===== config.mk =====
export PLATFORM = sky130hd
export DESIGN_NAME = url_path_string_hash
export DESIGN_NICKNAME = d
export VERILOG_FILES = /design/src/design/uph_pkg.sv /design/src/design/url_path_string_hash.sv /design/src/design/uph_in_reg.sv /design/src/design/uph_core.sv /design/src/design/uph_out_reg.sv
export SDC_FILE = /design/constraint.sdc
export NUM_CORES = 1
export LEC_CHECK = 0
export BUFFER_PORTS_ARGS = -buffer_cell sky130_fd_sc_hd__buf_2
export CORE_UTILIZATION = 65
export DETAILED_ROUTE_END_ITERATION = 6
export HOLD_SLACK_MARGIN = 0.03
export PLACE_DENSITY = 0.95
export SLEW_MARGIN = 20
export SYNTH_ARGS = -nofsm -noshare
export SYNTH_HDL_FRONTEND = slang
export SYNTH_SLANG_ARGS = --single-unit

===== constraint.sdc =====
create_clock -name aclk -period 11.7 [get_ports aclk]
set_clock_uncertainty 0.1 [all_clocks]
set_input_delay 1.17 -clock aclk [delete_from_list [all_inputs] [get_ports aclk]]
set_output_delay 1.17 -clock aclk [all_outputs]
set_load 0.005 [all_outputs]

===== src/design/uph_pkg.sv =====
// Shared types, constants and helpers for the URL path string hash block.
// No dependencies; imported by every module of the block.
package uph_pkg;

    localparam int unsigned ROT_AMT = 19;
    localparam int unsigned HASH_W  = 32;

    localparam logic [7:0] CH_QUERY = 8'h3F;
    localparam logic [7:0] CH_SLASH = 8'h2F;
    localparam logic [7:0] CH_DOT   = 8'h2E;

    // Configuration register indexes
    localparam logic CFG_END_ON_QUERY     = 1'b0;
    localparam logic CFG_SKIP_LAST_IF_DOT = 1'b1;

    typedef struct packed {
        logic [7:0]        ch;
        logic              has_char;
        logic [HASH_W-1:0] seed;
        logic              last;
    } uph_item_t;

    typedef struct packed {
        logic end_on_query;
        logic skip_last_if_dot;
    } uph_cfg_t;

    typedef struct packed {
        logic [HASH_W-1:0] result;
        logic              mid_string;
    } uph_stat_t;

    function automatic logic [HASH_W-1:0] rotl(input logic [HASH_W-1:0] v);
        rotl = {v[HASH_W-ROT_AMT-1:0], v[HASH_W-1:HASH_W-ROT_AMT]};
    endfunction

endpackage


===== src/design/url_path_string_hash.sv =====
// URL path string hash: rotate-add hash over a byte stream, one byte per request.
// The rotate-add update closes in the core stage; a finished hash is loaded into the result register.
// Throughput: one request per cycle, unless a string end waits on a full, stalled result register.
// Reset: synchronous active-low aresetn clears all valid flags, the string state
// and both configuration registers. Depends on uph_pkg, uph_in_reg, uph_core, uph_out_reg.
module url_path_string_hash (
    input  logic        aclk,
    input  logic        aresetn,
    // configuration write port
    input  logic        cfg_wr_en,
    input  logic        cfg_addr,
    input  logic        cfg_wdata,
    // request channel
    input  logic        s_tvalid,
    output logic        s_tready,
    input  logic [39:0] s_tdata,   // [7:0] ch, [39:8] seed
    input  logic        s_tuser,   // [0] has_char
    input  logic        s_tlast,
    // result channel
    output logic        m_tvalid,
    input  logic        m_tready,
    output logic [31:0] m_tdata    // [31:0] hash_value
);
    import uph_pkg::*;

    // ---------------------------------------------------------------
    // Configuration registers; written only while the block is idle (the user's duty, the block does not enforce it).
    // ---------------------------------------------------------------
    uph_cfg_t cfg_reg, cfg_next;

    always_comb begin
        cfg_next = cfg_reg;
        if (cfg_wr_en) begin
            case (cfg_addr)
                CFG_END_ON_QUERY:     cfg_next.end_on_query     = cfg_wdata;
                CFG_SKIP_LAST_IF_DOT: cfg_next.skip_last_if_dot = cfg_wdata;
                default:              cfg_next = cfg_reg;
            endcase
        end
    end

    always_ff @(posedge aclk) begin
        if (!aresetn) begin
            cfg_reg <= '0;
        end else begin
            cfg_reg <= cfg_next;
        end
    end

    // ---------------------------------------------------------------
    // Input stage
    // ---------------------------------------------------------------
    uph_item_t s_item;
    uph_item_t item;
    logic      item_valid;
    logic      advance;

    assign s_item.ch       = s_tdata[7:0];
    assign s_item.has_char = s_tuser;
    assign s_item.seed     = s_tdata[39:8];
    assign s_item.last     = s_tlast;

    uph_in_reg u_in (
        .aclk       (aclk),
        .aresetn    (aresetn),
        .in_valid   (s_tvalid),
        .in_item    (s_item),
        .in_ready   (s_tready),
        .advance    (advance),
        .item_valid (item_valid),
        .item       (item)
    );

    // A request that ends a string needs room in the result register;
    // any other request moves into the core unconditionally.
    assign advance = item_valid && (!item.last || !m_tvalid || m_tready);

    // ---------------------------------------------------------------
    // Hash core
    // ---------------------------------------------------------------
    uph_stat_t stat;

    uph_core u_core (
        .aclk    (aclk),
        .aresetn (aresetn),
        .en      (advance),
        .item    (item),
        .cfg     (cfg_reg),
        .stat    (stat)
    );

    // ---------------------------------------------------------------
    // Result register
    // ---------------------------------------------------------------
    uph_out_reg u_out (
        .aclk     (aclk),
        .aresetn  (aresetn),
        .load     (advance && item.last),
        .hash_in  (stat.result),
        .m_tvalid (m_tvalid),
        .m_tready (m_tready),
        .m_tdata  (m_tdata)
    );

    // ---------------------------------------------------------------
    // Assertions
    // ---------------------------------------------------------------
    // finishing a string always presents a result next cycle
    a_last_gives_result: assert property (@(posedge aclk) disable iff (!aresetn)
        advance && item.last |=> m_tvalid)
        else $error("string end did not produce a result");

    // a pending string end must not overwrite a result still waiting
    a_no_overwrite: assert property (@(posedge aclk) disable iff (!aresetn)
        item_valid && item.last && m_tvalid && !m_tready |-> !advance)
        else $error("result overwritten while stalled");

    // a request that does not end the string leaves the core mid-string
    a_mid_string: assert property (@(posedge aclk) disable iff (!aresetn)
        advance && !item.last |=> stat.mid_string)
        else $error("string state lost after a non-final request");

    // after an ending request the core waits for a new seed
    a_string_closed: assert property (@(posedge aclk) disable iff (!aresetn)
        advance && item.last |=> !stat.mid_string)
        else $error("string not closed after its last request");

endmodule


===== src/design/uph_in_reg.sv =====
// Input register stage: holds one request until the hash core takes it.
// Depends on uph_pkg.
module uph_in_reg (
    input  logic               aclk,
    input  logic               aresetn,
    input  logic               in_valid,
    input  uph_pkg::uph_item_t in_item,
    output logic               in_ready,
    input  logic               advance,
    output logic               item_valid,
    output uph_pkg::uph_item_t item
);
    import uph_pkg::*;

    logic      valid_reg;
    logic      valid_next;
    uph_item_t item_reg;

    assign in_ready   = !valid_reg || advance;
    assign valid_next = in_ready ? in_valid : valid_reg;

    always_ff @(posedge aclk) begin
        if (!aresetn) begin
            valid_reg <= 1'b0;
        end else begin
            valid_reg <= valid_next;
        end
    end

    always_ff @(posedge aclk) begin
        if (in_ready && in_valid) begin
            item_reg <= in_item;
        end
    end

    assign item_valid = valid_reg;
    assign item       = item_reg;

endmodule


===== src/design/uph_core.sv =====
// Hash core: per-string state and the rotate-add update.
// Depends on uph_pkg.
module uph_core (
    input  logic               aclk,
    input  logic               aresetn,
    input  logic               en,
    input  uph_pkg::uph_item_t item,
    input  uph_pkg::uph_cfg_t  cfg,
    output uph_pkg::uph_stat_t stat
);
    import uph_pkg::*;

    logic [HASH_W-1:0] hash_reg, hash_next;
    logic [HASH_W-1:0] ckpt_reg, ckpt_next;
    logic              query_reg, query_next;
    logic              slash_reg, slash_next;
    logic              dot_reg, dot_next;
    logic              mid_reg, mid_next;

    logic [HASH_W-1:0] hash_b, ckpt_b;
    logic              query_b, slash_b, dot_b;
    logic              take_char;

    always_comb begin
        // a fresh string starts from the seed with clean flags
        hash_b  = mid_reg ? hash_reg : item.seed;
        ckpt_b  = mid_reg ? ckpt_reg : '0;
        query_b = mid_reg && query_reg;
        slash_b = mid_reg && slash_reg;
        dot_b   = mid_reg && dot_reg;

        hash_next  = hash_b;
        ckpt_next  = ckpt_b;
        query_next = query_b;
        slash_next = slash_b;
        dot_next   = dot_b;

        take_char = item.has_char && !(cfg.end_on_query && query_b);
        if (take_char) begin
            if (cfg.end_on_query && item.ch == CH_QUERY) begin
                query_next = 1'b1;
            end else begin
                if (item.ch == CH_SLASH) begin
                    ckpt_next  = hash_b;
                    slash_next = 1'b1;
                    dot_next   = 1'b0;
                end else if (item.ch == CH_DOT && slash_b) begin
                    dot_next = 1'b1;
                end
                hash_next = hash_b + rotl(hash_b)
                          + {{(HASH_W-8){item.ch[7]}}, item.ch};
            end
        end

        mid_next = !item.last;

        if (!(cfg.end_on_query && query_next) && cfg.skip_last_if_dot
                && slash_next && dot_next) begin
            stat.result = ckpt_next;
        end else begin
            stat.result = hash_next;
        end
        stat.mid_string = mid_reg;
    end

    always_ff @(posedge aclk) begin
        if (!aresetn) begin
            mid_reg   <= 1'b0;
            query_reg <= 1'b0;
            slash_reg <= 1'b0;
            dot_reg   <= 1'b0;
        end else if (en) begin
            mid_reg   <= mid_next;
            query_reg <= query_next;
            slash_reg <= slash_next;
            dot_reg   <= dot_next;
        end
    end

    always_ff @(posedge aclk) begin
        if (!aresetn) begin
            hash_reg <= '0;
            ckpt_reg <= '0;
        end else if (en) begin
            hash_reg <= hash_next;
            ckpt_reg <= ckpt_next;
        end
    end

endmodule


===== src/design/uph_out_reg.sv =====
// Result register: holds one finished hash until the downstream side takes it.
// Depends on uph_pkg.
module uph_out_reg (
    input  logic                      aclk,
    input  logic                      aresetn,
    input  logic                      load,
    input  logic [uph_pkg::HASH_W-1:0] hash_in,
    output logic                      m_tvalid,
    input  logic                      m_tready,
    output logic [uph_pkg::HASH_W-1:0] m_tdata
);
    import uph_pkg::*;

    logic              valid_reg, valid_next;
    logic [HASH_W-1:0] data_reg;

    assign valid_next = load || (valid_reg && !m_tready);

    always_ff @(posedge aclk) begin
        if (!aresetn) begin
            valid_reg <= 1'b0;
        end else begin
            valid_reg <= valid_next;
        end
    end

    always_ff @(posedge aclk) begin
        if (load) begin
            data_reg <= hash_in;
        end
    end

    assign m_tvalid = valid_reg;
    assign m_tdata  = data_reg;

endmodule


Word-level counts from Yosys, hierarchy flattened
Cells that the tools add are included.

storage, ports and cells
  bits in registers = 146

cells by class
  add/sub/neg operators = 2
  eq/ne operators = 3
  mux-type cells = 17
  bitwise logic cells = 1
  reduce and logical (&&, ||, !) cells = 27

operators by type and width
  kind                                                                   count
  32-bit 2-to-1 mux                                                      8
  32-bit adder                                                           2
  8-bit by 6-bit equality test with 1-bit output, second input constant  3
  1-bit logical AND                                                      15
  1-bit 2-to-1 mux                                                       9
  1-bit logical NOT                                                      6
  1-bit logical OR                                                       4
  2-bit AND reduction                                                    2
  1-bit inverter                                                         1

Depth between registers and ports, before layout
Gate-level depths: netlist (run 1).

  depth in word-level cells = 11
  mapped depth = 17
  depth with buffers taken out = 15

Modules after synthesis
From an unflattened synthesis (run 1), not the netlist that was laid out.

second synthesis, totals
  cell total of the unflattened synthesis = 915
  area, all modules = 8679.6 sq um

by module, submodules not included
  module                times used  cells an instance  area each (sq um)  sequential area each (sq um)
  uph_core              1           820                6246.0             1361.3
  uph_in_reg            1           47                 1318.8             1281.2
  uph_out_reg           1           35                 1002.2             980.9
  url_path_string_hash  1           13                 112.6              40.0

Worst setup path before layout (run 1)
Ideal clock, no wire load.

  kind = register to register
  from = reg u_in.item_reg (netlist bit u_in.item[41])
  to = reg u_out.data_reg[31], in the netlist u_out.m_tdata[31] (data pin)
  arrival = 4.143 ns
  data required time = 11.340 ns
  path slack = 7.197 ns
  stages on the path, launching flop included = 13
  path buffers = 0
  clock period less this slack = 4.503 ns
  cell sequence = edfxtp_1 > inv_1 > fa_1 > inv_1 > ha_1 > a21o_2 > or3_4 > o211ai_4 > o21ai_2 > a211o_1 > o211ai_2 > xor2_1 > mux2_2

RTL lines
  item                      line               text
  start: declaration        uph_in_reg.sv:17   uph_item_t item_reg;
  start signal: assignment  uph_in_reg.sv:32   item_reg <= in_item;
  end signal: assignment    uph_out_reg.sv:29  data_reg <= hash_in;
  end: declaration          uph_out_reg.sv:15  logic [HASH_W-1:0] data_reg;

==> key figures, run 1 <==
Layout
  – Largest register FFs: 42
  – Layout area overhead: 12.8%
  – Most frequent cells in the layout: nor2_1, a21oi_1, buf_2
  – Share of cells above drive strength 1: 16.9%
  – Most common cell after layout, fill and taps aside: nor2_1
  – Fin cells: 1135
  – NumNets Final: 1061
  – Fillers: 822

Pwr
  – Reg power frac: 33.8%
  – Internal power: 1.15 mW
  – PwrDens: 178 nW/um^2
  – Maximum VDD drop: roughly 0.12 mV
  – Tot Pwr: 1.75 mW
  – Leakage: 3.93 nW
  – Gate power share: 33.4%
  – Switching Fraction: 34.5%
  – NetSw: 605 uW
  – Clk pwr share: roughly 33%

Clock network
  – TritonCTS clock tree: done
  – CTS root buf: clkbuf_16
  – Total CTS buffers: 17
  – Postcts setup bufs: 0
  – Clock Sinks: 146
  – CTS Hold Bufs: 0
  – Clock Tree Buf Depth: 2
  – Reg clk slew, reported paths: 60 ps
  – Worst-skew pair later-pin latency: 440 ps
  – Total number of H-tree levels: 4
  – Post-CTS resize count: 0

Synth
  – Gate Count Post-Synth: 898
  – Netlist cell types: 66
  – Mapped Avg Cell Area: 9.69 sq um
  – Synth warnings: 0
  – Syn Std Cell Area: 8700 sq um
  – Post-synthesis register bit count: 146
  – Post-synth EDFFs: 74
  – Top_reg_cell synth: edfxtp_1
  – Async SR Flop Fraction: 0%
  – Post-synthesis sequential area ratio: 42.1%
  – Syn Nets: 1010

Global route
  – Largest net degree at the start of global routing: 63
  – Congestion Overflow GR: 0
  – Vias in the first global route: 7423
  – Initial antenna violation count: 1
  – Global-route wire length before repair: 40.0 mm
  – Gr usage total: 37.9%

Route
  – Via density: 6.80
  – Avg WL per Cell: around 23 um
  – Vias: 7714
  – Post-Route WL: 25.6 mm
  – Number of remaining DRC errors: 6
  – Drt first pass iters: 7
  – DRT antenna net count: 0
  – Initial DRC count: 1097

Run status
  – Status: finished with violations
  – Failing checks: design-rule violations

STA
  – Fin crit share: a little under half
  – RSZ-0062 raised after global routing: no
  – Final setup viols: 0
  – Final TNS setup: 0 ps
  – Slew @ Worst Pin: around 1000 ps
  – Max frequency: 190 MHz
  – Final hold violation count: 0
  – Max_slew headroom: 30.0%
  – Max-slew violations: 0
  – Post-layout min period: 5270 ps

Worst setup path
  – CP max stage delay: approximately 750 ps
  – CP bufs+invs: 2
  – Worst setup SP type: flip-flop
  – Worst Path Required: 11750 ps
  – Crit Path Max Fanout: 38
  – Reg2reg path depth: 13
  – Critical path depth: 13
  – Worst Path Arrival: about 5300 ps
  – Crit. End Element: flip-flop
  – Cell Chain, Critical Path: buf_4, mux2i_1, inv_1, fa_1, ha_1, and4_1, nor4_2, o21ai_1, a31oi_2, o31ai_2, xor2_1, o21ai_0, a21oi_1
  – Critical path class: reg -> reg
  – Delay-heaviest family, CP: compound AO/OA/AOI/OAI gates
  – Slowest CP cell: dfxtp_2

Floorplanning
  – Initial Util: 67.9%
  – Die width: 118 um
  – Die height: between 100 and 150 um
  – Io pins: 83
  – Core footprint: 12800 sq um
  – Cell Rows: 41
  – Die Area: ~14000 sq um

Flow run
  – Max Cap Viol: 0

Placement
  – RePlAce Congestion: 1.01
  – Dpl cells: roughly 1.1k
  – Port buffer count: 82
  – HPWL Detailed: roughly 17 mm

Hold path
  – Worst hold path depth: 2
  – Min-delay worst type: reg -> reg
==> tightest hold or removal path: stages (launching register included) <==
cell     delay (ps)
dfxtp_1         310
nand2_1          50
a21oi_1          50
==> stage by stage <==
stage / utilization (%) / hold WS, ps / instance area (sq um) / setup WS [ps]
floorplan: - / 332 / 8700 / 7200
global placement: 71.7 / 341 / 9190 / 6770
detailed placement: 71.7 / 347 / 9190 / 6630
CTS: 76.5 / 355 / 9810 / 6590
global route: 76.5 / 377 / 9820 / 6290
finish: 76.5 / 361 / 9820 / 6430
==> final cells by class <==
type / instances / area, sq um / share of cell area, %
inverters: 46 / 173 / 1.76
multi-input cells: 645 / 4650 / 47.3
diodes: 1 / 2.50 / 0.0255
clock buffers: 21 / 470 / 4.79
repair buffers: 93 / 493 / 5.02
clock inverters: 11 / 150 / 1.53
flip-flops and latches: 146 / 3660 / 37.3
well taps: 172 / 215 / 2.19
==> synth_stat cells (3+ instances only) <==
cell / count / area share, %
and3_1: 8 / 0.57
o211ai_1: 3 / 0.26
nand4_1: 10 / 0.72
and4_1: 5 / 0.50
ha_1: 31 / 4.5
a211oi_1: 17 / 1.5
a21o_1: 15 / 1.3
dfxtp_1: 72 / 17
fa_1: 32 / 7.4
and2_1: 5 / 0.36
buf_1: 11 / 0.47
nor3_1: 13 / 0.75
buf_2: 12 / 0.69
xnor2_1: 12 / 1.2
or3_1: 5 / 0.36
o21a_1: 8 / 0.69
mux2_2: 17 / 2.2
nand3_1: 14 / 0.80
inv_1: 45 / 1.9
edfxtp_1: 74 / 26
nor2b_1: 10 / 0.72
o21ai_0: 43 / 2.5
o21ai_1: 4 / 0.23
a311oi_1: 18 / 1.8
a211o_1: 4 / 0.40
a31oi_1: 14 / 1.0
a22oi_1: 32 / 2.8
a21oi_1: 83 / 4.8
o21bai_1: 4 / 0.34
nor2_1: 101 / 4.4
mux2i_1: 25 / 2.9
xor2_1: 11 / 1.1
nand2_1: 64 / 2.8
clkbuf_1: 37 / 1.6
==> power by group through the flow <==
stage	logic, mW	registers [mW]	clock network [mW]
after floorplan	0.411	0.598	0
after global placement	0.548	0.601	0
after detailed placement	0.556	0.602	0
after CTS	0.567	0.592	0.570
after global routing	0.630	0.595	0.592
final	0.585	0.593	0.574
==> worst paths after layout <==
check | from | to | slack, ps
setup / recovery | u_core.mid_reg$_SDFFE_PN0P_ | u_out.m_tdata[20]$_DFFE_PP_ | 6430
hold / removal | u_core.hash_reg[12]$_SDFFE_PN0P_ | u_core.hash_reg[12]$_SDFFE_PN0P_ | 360
setup reg to reg | u_core.mid_reg$_SDFFE_PN0P_ | u_out.m_tdata[20]$_DFFE_PP_ | 6430
hold reg to reg | u_core.hash_reg[12]$_SDFFE_PN0P_ | u_core.hash_reg[12]$_SDFFE_PN0P_ | 360
==> logic make-up (layout without fill, tap and decap cells) <==
group | after synthesis | in the layout | synth area share, %
mux | 42 | 42 | 5.07
buf+inv | 107 | 171 | 4.83
flops | 146 | 146 | 42.1
fa+ha+maj | 63 | 63 | 11.8
xor+xnor | 23 | 23 | 2.31
simple gates | 246 | 246 | 12.9
other cells | 0 | 1 | 0
compound gates | 271 | 271 | 21.0
==> metal layers <==
metal | up-vias | share of wire, % | track usage, % | wire (um)
met1 | 3621 | 35 | 46.1 | 9090
met5 | - | 0 | 0 | 0
met3 | 121 | 11 | 9.16 | 2790
met2 | 599 | 48 | 62.0 | 12300
li1 | 3373 | - | - | -
met4 | 0 | 5.5 | 20.7 | 1420
(Power assumes the default switching activity.)
==> run 2, diff against run 1 <==
Settings changed: CORE_UTILIZATION 65 to 60, PLACE_DENSITY 0.95 to 0.9.
Clock period 11.7 ns to 5 ns, I/O delays scaled along.
==> run 2 against run 1 <==
  * The flow now finishes without violations
  * Clock-buffer cell count decreased by 4
  * Combinational power increased by 130%
  * Highest routed layer unchanged
  * Critical endpoint is now u_out.m_tdata[25]$_DFFE_PP_
  * Routed wire length decreased by 2.6%
  * Largest cell class unchanged
  * Hold slack worse by 230 ps
  * Register-to-register slack worse by 6200 ps
==> key figures, run 2 (synthesized netlist as in run 1, its figures left out) <==
Layout
  – Fin cells: 1154
  – Largest register FFs: 42
  – Finished Cell Area: 9880 sq um
  – Antenna diodes: 0
  – NumNets Final: between 1k and 1.5k
  – Share of cells above drive strength 1: 18.2%
  – Layout area overhead: 13.5%
  – Most frequent cells in the layout: nor2_1, a21oi_1, buf_2
  – Most common cell after layout, fill and taps aside: nor2_1
  – Fillers: 1033

Clock network
  – CTS root buf: clkbuf_16
  – Postcts setup bufs: 0
  – Post-CTS resize count: 0
  – Total number of H-tree levels: 4
  – Clock Sinks: 146
  – Clock Tree Buf Depth: 2
  – Total CTS buffers: 17
  – TritonCTS clock tree: done
  – Worst-skew pair later-pin latency: between 400 and 500 ps
  – Reg clk slew, reported paths: 70 ps
  – CTS Hold Bufs: 0

Route
  – WL met1: 9.91 mm
  – Top sig layer: met4
  – Number of remaining DRC errors: 0
  – Avg WL per Cell: between 20 and 25 um
  – Drt first pass iters: 6
  – Post-Route WL: 25.0 mm
  – DRT antenna net count: 0
  – Metal3 WL: 2.50 mm
  – Via density: 6.54
  – Vias: 7550
  – Initial DRC count: between 900 and 1k
  – WL met2: 11.7 mm

Pwr
  – Maximum VDD drop: 0.281 mV
  – NetSw: ~1.4 mW
  – Leakage: 3.97 nW
  – Switching Fraction: 35.6%
  – Clk pwr share: around 31%
  – Gate power share: roughly 34%
  – Internal power: 2.57 mW
  – Reg power frac: 34.7%
  – PwrDens: 404 nW/um^2

Floorplanning
  – Cell Rows: 43
  – Initial Util: 62.0%
  – Die Area: 15000 sq um
  – Die height: 122 um
  – Core footprint: 14000 sq um
  – Die width: approximately 120 um
  – Io pins: 83

STA
  – Final setup viols: 0
  – Final hold violation count: 0
  – Fin crit share: a little over nine tenths
  – Final TNS setup: 0 ps
  – Max frequency: around 210 MHz
  – Max_slew headroom: between 20% and 30%
  – Setup slack after layout: 194 ps
  – Slew @ Worst Pin: 1050 ps
  – Max-slew violations: 0
  – RSZ-0062 raised after global routing: no
  – Post-layout min period: approximately 4800 ps

Global route
  – Initial antenna violation count: 0
  – Congestion Overflow GR: 0
  – Gr usage total: 34.7%
  – Largest net degree at the start of global routing: 58
  – Vias in the first global route: ~7.2k
  – Global-route wire length before repair: 38.4 mm

Worst setup path
  – Slowest CP cell: dfxtp_2
  – Worst Path Required: 5150 ps
  – Worst Path Arrival: between 4000 and 5000 ps
  – Critical path class: reg -> reg
  – CP bufs+invs: 2
  – Crit Path Max Fanout: 18
  – Delay-heaviest family, CP: compound AO/OA/AOI/OAI gates
  – Worst setup SP type: flip-flop
  – Crit. End Element: flip-flop
  – Cell Chain, Critical Path: mux2i_1, inv_1, fa_1, ha_1, inv_1, fa_1, nor2b_1, o31a_2, o211ai_4, o21a_4, o41ai_4, a311o_1, nand4_1, a31oi_1
  – CP max stage delay: 640 ps

Placement
  – RePlAce Congestion: 1.04
  – Setup WS pre-CTS: 331 ps
  – Dpl cells: 1122
  – Dpl cell area: about 9300 sq um
  – HPWL Detailed: 17.1 mm
  – Port buffer count: between 80 and 90

Hold path
  – Min-delay worst type: in -> reg

Flow run
  – Max Cap Viol: 0

Run status
  – Status: complete, no violations
[run 2: final cells by class]
type	count	area (sq um)	area share, %
Multi-Input combinational cell	645	4650	47.0
Sequential cell	146	3660	37.1
Timing Repair Buffer	105	596	6.03
Clock buffer	17	425	4.31
Tap cell	180	225	2.28
Inverter	46	173	1.75
Clock inverter	15	149	1.51
[run 2: final timing paths]
check	from	endpoint	slack, ps	cells after the start
worst min register to register	u_core.hash_reg[12]$_SDFFE_PN0P_	u_core.hash_reg[12]$_SDFFE_PN0P_	360	2
worst max-delay path	u_core.mid_reg$_SDFFE_PN0P_	u_out.m_tdata[25]$_DFFE_PP_	190	14
worst max register to register	u_core.mid_reg$_SDFFE_PN0P_	u_out.m_tdata[25]$_DFFE_PP_	190	14
worst min-delay path	s_tdata[3]	u_in.item[37]$_DFFE_PP_	130	1
[run 2: per-layer routing]
metal	vias up	track usage, %
met3	73	9.53
li1	3390	-
met1	3593	44.7
met5	-	0
met4	0	16.2
met2	494	54.0
[run 2: stage by stage]
step           hold WS [ps]  power [mW]  util, %
2_1_floorplan           332        2.36        -
3_3_place_gp            339        2.70     66.2
3_5_place_dp            351        2.72     66.2
4_1_cts                 128        3.96     70.3
5_1_grt                 121        4.17     70.4
6_report                133        3.99     70.4
[run 2: power groups by stage]
| stage | clock, mW | combinational [mW] | sequential (mW) |
|---|---|---|---|
| global route | 1.31 | 1.47 | 1.39 |
| global placement | 0 | 1.29 | 1.41 |
| floorplan | 0 | 0.961 | 1.40 |
| finish | 1.25 | 1.36 | 1.39 |
| CTS | 1.25 | 1.33 | 1.38 |
| detailed placement | 0 | 1.31 | 1.41 |
==> run 3, diff against run 2 <==
Settings changed: PLACE_DENSITY 0.9 to 0.81.
==> run 3 against run 2 <==
  * First-iteration DRC count fell by 29%
  * Via count fell by 1.7%
  * Clock-buffer cell count rose by 1
  * Hold slack got worse by 1.7 ps
  * Final cell count barely moved
  * Critical path depth fell by 1
  * Die area did not move
  * Total power rose by 0.73%
  * Global-route usage rose by 0.95 points
  * Combinational power barely moved
  * Clock power barely moved
==> key figures, run 3 (synthesized netlist as in run 1, its figures left out) <==
Run status
  – Status: complete, no violations

Worst setup path
  – Worst Path Required: 5150 ps
  – Critical path class: reg -> reg
  – Worst reg2reg startpoint: u_core.mid_reg$_SDFFE_PN0P_
  – Crit Path Max Fanout: 12
  – Reg2reg end: u_out.m_tdata[30]$_DFFE_PP_
  – Crit. End Element: flip-flop
  – Worst setup SP type: flip-flop
  – Worst Path Arrival: 4720 ps
  – Reg2reg path depth: 13
  – R2R Setup Slk: 420 ps

Layout
  – Layout area overhead: 13.5%
  – Finished Cell Area: 9880 sq um
  – NumNets Final: 1072
  – Largest register FFs: 42
  – Fin cells: 1153
  – Most common cell after layout, fill and taps aside: nor2_1
  – Share of cells above drive strength 1: a little under a fifth
  – Final Util: a little over two thirds
  – Antenna diodes: 0
  – Fillers: about 1.1k
  – Most frequent cells in the layout: nor2_1, a21oi_1, buf_2

Clock network
  – TritonCTS clock tree: done
  – Clock Tree Buf Depth: 2
  – Worst-skew pair later-pin latency: between 400 and 500 ps
  – Total number of H-tree levels: 4
  – Reg clk slew, reported paths: ~70 ps
  – Post-CTS resize count: 0
  – CTS root buf: clkbuf_16
  – Postcts setup bufs: 0
  – Clock Sinks: between 100 and 150
  – CTS Hold Bufs: 0
  – Total CTS buffers: 17

Pwr
  – NetSw: 1.43 mW
  – Internal power: 2.59 mW
  – Gate power share: approximately a third
  – Switching Fraction: 35.7%
  – PwrDens: 407 nW/um^2
  – Leakage: a little under 4 nW
  – Maximum VDD drop: 0.286 mV
  – Tot Pwr: 4.02 mW
  – Clk pwr share: 31.5%
  – Reg power frac: 34.4%

Flow run
  – Max Cap Viol: 0

STA
  – Setup slack after layout: 423 ps
  – Fin crit share: 91.5%
  – Final setup viols: 0
  – Slew @ Worst Pin: 1050 ps
  – Final hold violation count: 0
  – Post-route worst hold slack: roughly 130 ps
  – Final TNS setup: 0 ps
  – Post-layout min period: 4580 ps
  – Max-slew violations: 0
  – RSZ-0062 raised after global routing: no
  – Max_slew headroom: 30.2%
  – Max frequency: 218 MHz

Route
  – Initial DRC count: 688
  – Number of remaining DRC errors: 0
  – Post-Route WL: 25.5 mm
  – Avg WL per Cell: ~22 um
  – Vias: between 7k and 8k
  – Via density: 6.44
  – DRT antenna net count: 0
  – Drt first pass iters: 7

Global route
  – Gr usage total: 35.6%
  – Congestion Overflow GR: 0
  – Largest net degree at the start of global routing: 63
  – Vias in the first global route: just over 7k
  – Initial antenna violation count: 0
  – Global-route wire length before repair: slightly below 40 mm

Floorplanning
  – Io pins: 83
  – Initial Util: 62.0%
  – Die width: 122 um
  – Core footprint: around 14000 sq um
  – Cell Rows: 43
  – Die Area: 15000 sq um
  – Die height: about 120 um

Placement
  – RePlAce Congestion: 0.983
  – Dpl cells: 1121
  – HPWL Detailed: 17.9 mm
  – Setup WS pre-CTS: 522 ps
  – Port buffer count: 82
  – Dpl cell area: roughly 9300 sq um

Hold path
  – Worst hold path depth: 1
  – Worst Hold End: u_in.item[29]$_DFFE_PP_
  – Hold_sp: s_tdata[36]
  – Min-delay worst type: in -> reg
## run 3: worst max-delay path by stage
stage	start	endpoint	slack, ps	depth (start not counted)
after global routing	u_core.mid_reg$_SDFFE_PN0P_	u_out.m_tdata[30]$_DFFE_PP_	300	13
after detailed placement	u_core.mid_reg$_SDFFE_PN0P_	u_core.hash_reg[24]$_SDFFE_PN0P_	520	13
after floorplan	u_in.item[41]$_DFFE_PP_	u_out.m_tdata[31]$_DFFE_PP_	500	12
after CTS	u_core.mid_reg$_SDFFE_PN0P_	u_core.hash_reg[24]$_SDFFE_PN0P_	520	13
after global placement	u_core.mid_reg$_SDFFE_PN0P_	u_core.hash_reg[24]$_SDFFE_PN0P_	590	13
final	u_core.mid_reg$_SDFFE_PN0P_	u_out.m_tdata[30]$_DFFE_PP_	420	13
## run 3: layer usage
metal | vias up | part of all wire (%) | GRT usage [%]
met5 | - | 0 | 0
met4 | 0 | 3.9 | 17.5
met3 | 70 | 8.7 | 7.85
met2 | 401 | 47 | 57.5
met1 | 3556 | 40 | 45.1
li1 | 3396 | - | -
## run 3: layout make-up
| class | instances | area [sq um] | area share (%) |
|---|---|---|---|
| tap | 180 | 225 | 2.28 |
| multi-input combinational | 645 | 4640 | 47.0 |
| timing repair buffer | 104 | 588 | 5.95 |
| clock buffer | 18 | 439 | 4.45 |
| inverter | 46 | 173 | 1.75 |
| sequential | 146 | 3660 | 37.1 |
| clock inverter | 14 | 144 | 1.46 |
## run 3: power by group through the flow
| stage | sequential, mW | clock, mW | combinational (mW) |
|---|---|---|---|
| floorplan | 1.40 | 0 | 0.961 |
| global placement | 1.41 | 0 | 1.32 |
| detailed placement | 1.40 | 0 | 1.33 |
| CTS | 1.38 | 1.28 | 1.34 |
| global route | 1.39 | 1.33 | 1.49 |
| finish | 1.38 | 1.27 | 1.37 |
## run 3: worst max-delay path: stages, from the launching register on
cell and delay, ps:
dfxtp_2 550, buf_4 300, mux2i_1 550, inv_1 230, fa_1 500, ha_1 450, a21o_1 170, a21oi_1 50
a31oi_1 230, nand4_1 210, a211oi_1 450, or3_1 170, nand3_1 120, a31oi_1 300
